### config.mk
export PLATFORM = sky130hd
export DESIGN_NAME = adler32_checksum_fill_verify_unit
export DESIGN_NICKNAME = d
export VERILOG_FILES = /design/src/a32fv_pkg.sv /design/src/adler32_checksum_fill_verify_unit.sv /design/src/a32fv_core.sv
export SDC_FILE = /design/constraint.sdc
export NUM_CORES = 1
export LEC_CHECK = 0
export ABC_CLOCK_PERIOD_IN_PS = 9200
export BUFFER_PORTS_ARGS = -buffer_cell sky130_fd_sc_hd__clkbuf_2
export CAP_MARGIN = 5
export CORE_MARGIN = 1.5
export CORE_UTILIZATION = 55
export CTS_CLUSTER_DIAMETER = 80
export DETAILED_ROUTE_END_ITERATION = 8
export HOLD_SLACK_MARGIN = 0.12
export PLACE_DENSITY = 0.84
export SLEW_MARGIN = 0
export SYNTH_ARGS = -nofsm -noshare
export SYNTH_HDL_FRONTEND = slang
export SYNTH_SLANG_ARGS = --single-unit
export TNS_END_PERCENT = 50
### constraint.sdc
create_clock -name clk -period 9.2 [get_ports clk]
set_input_delay 0.46 -clock clk [delete_from_list [all_inputs] [get_ports clk]]
set_output_delay 0.46 -clock clk [all_outputs]
set_load 0.01 [all_outputs]
### src/a32fv_pkg.sv
// ----------------------------------------------------------------------------
// a32fv_pkg
// Shared constants, types and the modular add used by the Adler-32 unit.
// ----------------------------------------------------------------------------
package a32fv_pkg;

  // Adler-32 modulus, one bit wider than a sum so the raw add fits
  localparam logic [16:0] ADLER_MOD = 17'd65521;

  // Message modes, sampled on the first byte of a message
  localparam logic [1:0] MODE_SUM    = 2'd0;
  localparam logic [1:0] MODE_FILL   = 2'd1;
  localparam logic [1:0] MODE_VERIFY = 2'd2;

  // Number of trailer bytes held back in fill and verify modes
  localparam logic [2:0] TRAILER_BYTES = 3'd4;

  // One result of a closed message
  typedef struct packed {
    logic [31:0] checksum;
    logic        match;
    logic        too_short;
  } result_t;

  // Add two residues and reduce once: both inputs stay below the modulus
  function automatic logic [15:0] add_mod(input logic [15:0] a, input logic [15:0] b);
    logic [16:0] s;
    s = {1'b0, a} + {1'b0, b};
    if (s >= ADLER_MOD) begin
      s = s - ADLER_MOD;
    end
    return s[15:0];
  endfunction

endpackage

### src/adler32_checksum_fill_verify_unit.sv
// ----------------------------------------------------------------------------
// adler32_checksum_fill_verify_unit
// Streaming Adler-32 over message bytes with trailer fill and verify modes.
// ----------------------------------------------------------------------------
// Usage:
//   Input channel (in_valid/in_ready) carries one message byte per
//   transaction with mode and last. Mode is taken from the first byte of a
//   message: sum every byte, fill (checksum excludes the final four bytes)
//   or verify (final four bytes compared little-endian with the checksum).
//   Output channel (out_valid/out_ready) carries one result per message,
//   produced by the transaction that has last set.
// Throughput: one byte per cycle unless a last byte waits for the result
//   slot; per byte, each sum takes one modular add between state registers.
// Latency: the result is valid the cycle after the last byte is accepted.
// Stall: the result register holds while out_ready is low. Bytes without
//   last keep flowing; a last byte waits until the result slot frees up
//   (or is emptied in that same cycle).
// Reset: sums return to low 1 / high 0, no message is open, no result is
//   pending.
// ----------------------------------------------------------------------------
module adler32_checksum_fill_verify_unit (
  input  logic        clk,
  input  logic        rst,
  input  logic        in_valid,
  output logic        in_ready,
  input  logic [1:0]  mode,
  input  logic [7:0]  data_byte,
  input  logic        last,
  output logic        out_valid,
  input  logic        out_ready,
  output logic [31:0] checksum,
  output logic        match,
  output logic        too_short
);

  a32fv_pkg::result_t res;
  logic               in_accept;
  logic               slot_free;

  // Accept unless a closing byte would overrun a held result
  assign slot_free = !out_valid || out_ready;
  assign in_ready  = slot_free || !last;
  assign in_accept = in_valid && in_ready;

  a32fv_core u_core (
    .clk       (clk),
    .rst       (rst),
    .step      (in_accept),
    .mode      (mode),
    .data_byte (data_byte),
    .last      (last),
    .res       (res)
  );

  // Track result valid
  always_ff @(posedge clk) begin
    if (rst) begin
      out_valid <= 1'b0;
    end else if (in_accept && last) begin
      out_valid <= 1'b1;
    end else if (out_ready) begin
      out_valid <= 1'b0;
    end
  end

  // Capture the result of a closing byte
  always_ff @(posedge clk) begin
    if (in_accept && last) begin
      checksum  <= res.checksum;
      match     <= res.match;
      too_short <= res.too_short;
    end
  end

  // A short message never reports a match
  a_short_no_match: assert property (@(posedge clk) disable iff (rst)
    out_valid |-> !(match && too_short))
    else $error("too_short and match both set");

  // A closing byte is taken only when the result slot can be filled
  a_no_overrun: assert property (@(posedge clk) disable iff (rst)
    (in_accept && last) |-> slot_free)
    else $error("result overrun");

  // A stalled result is not replaced
  a_result_held: assert property (@(posedge clk) disable iff (rst)
    (out_valid && !out_ready) |=> (out_valid && $stable(checksum) && $stable(match)))
    else $error("stalled result changed");

  // No result comes out of reset
  a_reset_idle: assert property (@(posedge clk)
    rst |=> !out_valid)
    else $error("result valid after reset");

endmodule

### src/a32fv_core.sv
// ----------------------------------------------------------------------------
// a32fv_core
// Running sums, trailer window and message state; computes one byte per step.
// ----------------------------------------------------------------------------
module a32fv_core (
  input  logic                clk,
  input  logic                rst,
  input  logic                step,
  input  logic [1:0]          mode,
  input  logic [7:0]          data_byte,
  input  logic                last,
  output a32fv_pkg::result_t  res
);

  logic [15:0] low_sum, low_sum_next;
  logic [15:0] high_sum, high_sum_next;
  logic [7:0]  window [4];
  logic [7:0]  window_next [4];
  logic [2:0]  window_fill, window_fill_next;
  logic [1:0]  held_mode;
  logic        in_message;

  logic [1:0]  eff_mode;
  logic        trailer_mode;
  logic        window_full;
  logic        add_en;
  logic [7:0]  add_val;
  logic [31:0] trailer;

  // Pick the mode of this message and what enters the sums
  always_comb begin
    eff_mode     = in_message ? held_mode : mode;
    trailer_mode = (eff_mode == a32fv_pkg::MODE_FILL) ||
                   (eff_mode == a32fv_pkg::MODE_VERIFY);
    window_full  = (window_fill >= a32fv_pkg::TRAILER_BYTES);
    add_en       = !trailer_mode || window_full;
    add_val      = trailer_mode ? window[0] : data_byte;
  end

  // Advance sums and window for the byte at hand
  always_comb begin
    low_sum_next     = low_sum;
    high_sum_next    = high_sum;
    window_fill_next = window_fill;
    for (int i = 0; i < 4; i++) begin
      window_next[i] = window[i];
    end
    if (add_en) begin
      low_sum_next  = a32fv_pkg::add_mod(low_sum, {8'd0, add_val});
      high_sum_next = a32fv_pkg::add_mod(high_sum, low_sum_next);
    end
    if (trailer_mode) begin
      if (window_full) begin
        window_next[0] = window[1];
        window_next[1] = window[2];
        window_next[2] = window[3];
        window_next[3] = data_byte;
      end else begin
        window_next[window_fill[1:0]] = data_byte;
        window_fill_next = window_fill + 3'd1;
      end
    end
  end

  // Form the result as seen after this byte
  always_comb begin
    trailer = {window_next[3], window_next[2], window_next[1], window_next[0]};
    res.checksum  = {high_sum_next, low_sum_next};
    res.too_short = trailer_mode && (window_fill_next < a32fv_pkg::TRAILER_BYTES);
    res.match     = (eff_mode == a32fv_pkg::MODE_VERIFY) &&
                    (window_fill_next >= a32fv_pkg::TRAILER_BYTES) &&
                    (trailer == res.checksum);
  end

  // Hold message state; drop back to the start on the last byte
  always_ff @(posedge clk) begin
    if (rst) begin
      low_sum     <= 16'd1;
      high_sum    <= 16'd0;
      window_fill <= 3'd0;
      held_mode   <= a32fv_pkg::MODE_SUM;
      in_message  <= 1'b0;
    end else if (step) begin
      if (last) begin
        low_sum     <= 16'd1;
        high_sum    <= 16'd0;
        window_fill <= 3'd0;
        held_mode   <= a32fv_pkg::MODE_SUM;
        in_message  <= 1'b0;
      end else begin
        low_sum     <= low_sum_next;
        high_sum    <= high_sum_next;
        window_fill <= window_fill_next;
        held_mode   <= eff_mode;
        in_message  <= 1'b1;
      end
    end
  end

  // Window bytes are payload: only entries already filled are ever read
  always_ff @(posedge clk) begin
    if (step) begin
      for (int i = 0; i < 4; i++) begin
        window[i] <= window_next[i];
      end
    end
  end

endmodule
==> flow_summary_export.csv <==
group,metric,value,unit
sta,timing.final.crit_period,8850,ps
synthesis,ys_ff_latch,105,
min_path,hold_start,"out_ready",
detailed_routing,wirelength,27.2,mm
clock_tree,cts_hold_buf,0,
sta,finalClockSkew,10.3,ps
setup_path,slowest_delay,670,ps
detailed_routing,viasPerCell,6.84,
setup_path,startpoint_type,"flop",
setup_path,reg2reg_slack,350,ps
setup_path,worst_path_dominant_cell_family,"simple AND/OR/NAND/NOR gates",
synthesis,avgSynthCellArea,8.64,um2
clock_tree,cts.path.max_buffers,2,
floorplanning,dieHeight,127,um
synthesis,synthArstFlopShare,0,%
clock_tree,path_clk_slew,70,ps
sta,fmax,0.113,GHz
setup_path,worstReg2RegEnd,"match",
floorplanning,rows,45,
floorplanning,dieArea,16000,um2
setup_path,ff2ff_path_depth,27,
min_path,min_path_type,"in -> reg",
clock_tree,cts_tree,"yes",
clock_tree,clock-sinks,105,
placed_design,portBuffers,50,
detailed_routing,ant_nets,0,
synthesis,synth_ff_type,"edfxtp_1",
synthesis,syn_nets,1027,
setup_path,worstPathRequired,9380,ps
synthesis,syn-cell-area,8410,um2
placed_design,dp_hpwl,20.3,mm
cells_and_area,drive_gt1_share,16.6,%
cells_and_area,mostFrequentLayoutCell,"nor2_1",
setup_path,r2r_start,"u_core.in_message",
setup_path,arrival,9040,ps
global_route,grt_start_max_net_pins,44,
detailed_routing,wl_per_cell,22.7,um
synthesis,ys_seq_area_share,32.8,%
power_and_ir_drop,p_leak,3.40,nW
cells_and_area,area_delta_synth_final,9.89,%
flow_run,max-cap-violations,0,
power_and_ir_drop,ir_worst_vdd,105,uV
setup_path,critPathBufInv,1,
floorplanning,ios,51,
global_route,grt_pass1_vias,7151,
cells_and_area,finalNetCount,1059,
sta,tns,0,ps
power_and_ir_drop,total_power,1.72,mW
synthesis,synth_edf_count,66,
floorplanning,coreArea,15100,um2
detailed_routing,drc,0,
setup_path,critical_path.endpoint_type,"flop",
min_path,holdPathEnd,"out_valid",
clock_tree,root_buffer,"clkbuf_16",
floorplanning,start_util,55.7,%
sta,worstMarginPinSlew,1030,ps
placed_design,place.gp.congestion,1.04,
run_status,status,"completed",
sta,max_slew_margin,31.4,%
sta,finalHoldViolations,0,
sta,rsz0062_at_grt,"no",
sta,drv_slew,0,
min_path,holdPathStages,4,
sta,setup-violations-final,0,
synthesis,ys_types,97,
floorplanning,die_w,127,um
global_route,grt_first_pass_wirelength,41.1,mm
detailed_routing,via_count,8201,
global_route,antenna_found_initial,0,
cells_and_area,antenna_cells,0,
setup_path,worst-setup-path-type,"reg -> reg",
global_route,overflow,0,
cells_and_area,final_cell_mix,"nor2_1, edfxtp_1, a21oi_1",
power_and_ir_drop,power.density,186,nW/um2
clock_tree,numCtsBuffers,9,
global_route,grt.total_usage,33.6,%
sta,min_period_over_period,96.2,%
detailed_routing,drt_iter0_drc,1096,
setup_path,crit_slowest_cell,"or4b_2",
synthesis,synth_warnings,0,
synthesis,synth_cells,974,
setup_path,crit_fanout,10,
clock_tree,cts_max_level,3,
sta,holdWs,409,ps
detailed_routing,first_pass_iters,5,
clock_tree,clock_latency,370,ps
power breakdown:
group	leakage [nW]	internal, mW	switching, mW	total [mW]
sequential	0.944	0.551	0.0296	0.580
clock	0.147	0.198	0.198	0.395
combinational	2.31	0.273	0.472	0.745
how the worst max path moves through the flow:
stage | from | cells past startpoint | endpoint | slack [ps]
6_report | u_core.in_message | 27 | match | 350
5_1_grt | u_core.in_message | 27 | match | 50
4_1_cts | u_core.in_message | 26 | match | 50
3_5_place_dp | mode[1] | 27 | match | 50
3_3_place_gp | mode[1] | 27 | match | 350
2_1_floorplan | mode[1] | 33 | match | 280
metrics by stage:
stage	util (%)	cells	area (um2)	setup slack, ps
CTS	60.7	1198	9160	47.6
global route	61.3	1199	9240	46.9
finish	61.3	1199	9240	348
global placement	58.8	1182	8870	350
floorplan	-	974	8410	281
detailed placement	58.8	1182	8870	45.4
state kept, by name (all words and copies together) (netlist names):
name / flops
u_core.window: 32
u_core.window_fill: 3
too_short: 1
u_core.high_sum: 16
u_core.held_mode: 2
u_core.in_message: 1
checksum: 32
match: 1
u_core.low_sum: 16
out_valid: 1
logic make-up (layout without fill, tap and decap cells):
group	after synthesis	after routing	synth area share [%]
xor+xnor	60	60	6.25
compound gates	321	321	27.1
fa+ha+maj	38	38	5.83
mux	32	32	4.25
buf+inv	93	130	4.48
flops	105	105	32.8
simple gates	325	325	19.2
routing by layer:
metal | GRT usage (%) | vias up | wire length, um
li1 | - | 3767 | -
met1 | 48.1 | 3845 | 11500
met2 | 48.2 | 501 | 11500
met3 | 8.35 | 88 | 3090
met4 | 14.8 | 0 | 1140
met5 | 0 | - | 0
cell type report:
cell class | count | area, um2
Fill cell | 1315 | 5850
Multi-Input combinational cell | 776 | 5350
Sequential cell | 105 | 2760
Timing Repair Buffer | 79 | 468
Clock buffer | 10 | 239
Tap cell | 188 | 235
Inverter | 35 | 131
Clock inverter | 6 | 52.6
worst reg2reg max path: cells and delay by family (launching register included):
family / cells / cell delay [ps]
compound gates: 8 / 2110
xor+xnor: 3 / 540
fa+ha+maj: 3 / 1180
buf+inv: 1 / 200
flops: 1 / 400
mux: 4 / 1500
simple gates: 8 / 2740
cell usage after synthesis, drive strengths merged (8+ instances only):
cell	instances	area, um2
nand2	56	210
and3	11	68.8
a21o	13	97.6
o211ai	10	75.1
a22oi	37	278
a211oi	12	108
nor2	112	423
o31ai	8	60.1
inv	34	128
mux2i	11	114
nor3	27	135
o21ai	51	270
mux2	21	244
nand3	31	155
nor4	13	87.6
clkbuf	35	131
xnor2	42	368
nand2b	13	81.3
or2	9	56.3
o21a	8	60.1
edfxtp	66	1980
a21oi	66	345
buf	23	114
xor2	18	158
o22ai	34	219
ha	36	450
dfxtp	39	781
a31oi	11	68.8
nor2b	11	68.8
what timing repair did:
| action | 4_1_cts | 5_1_grt |
|---|---|---|
| endpoints found under the setup margin | 0 | 5 |
| setup buffers | 0 | 1 |
| gates resized for setup | 0 | 15 |
(Power assumes the default switching activity.)
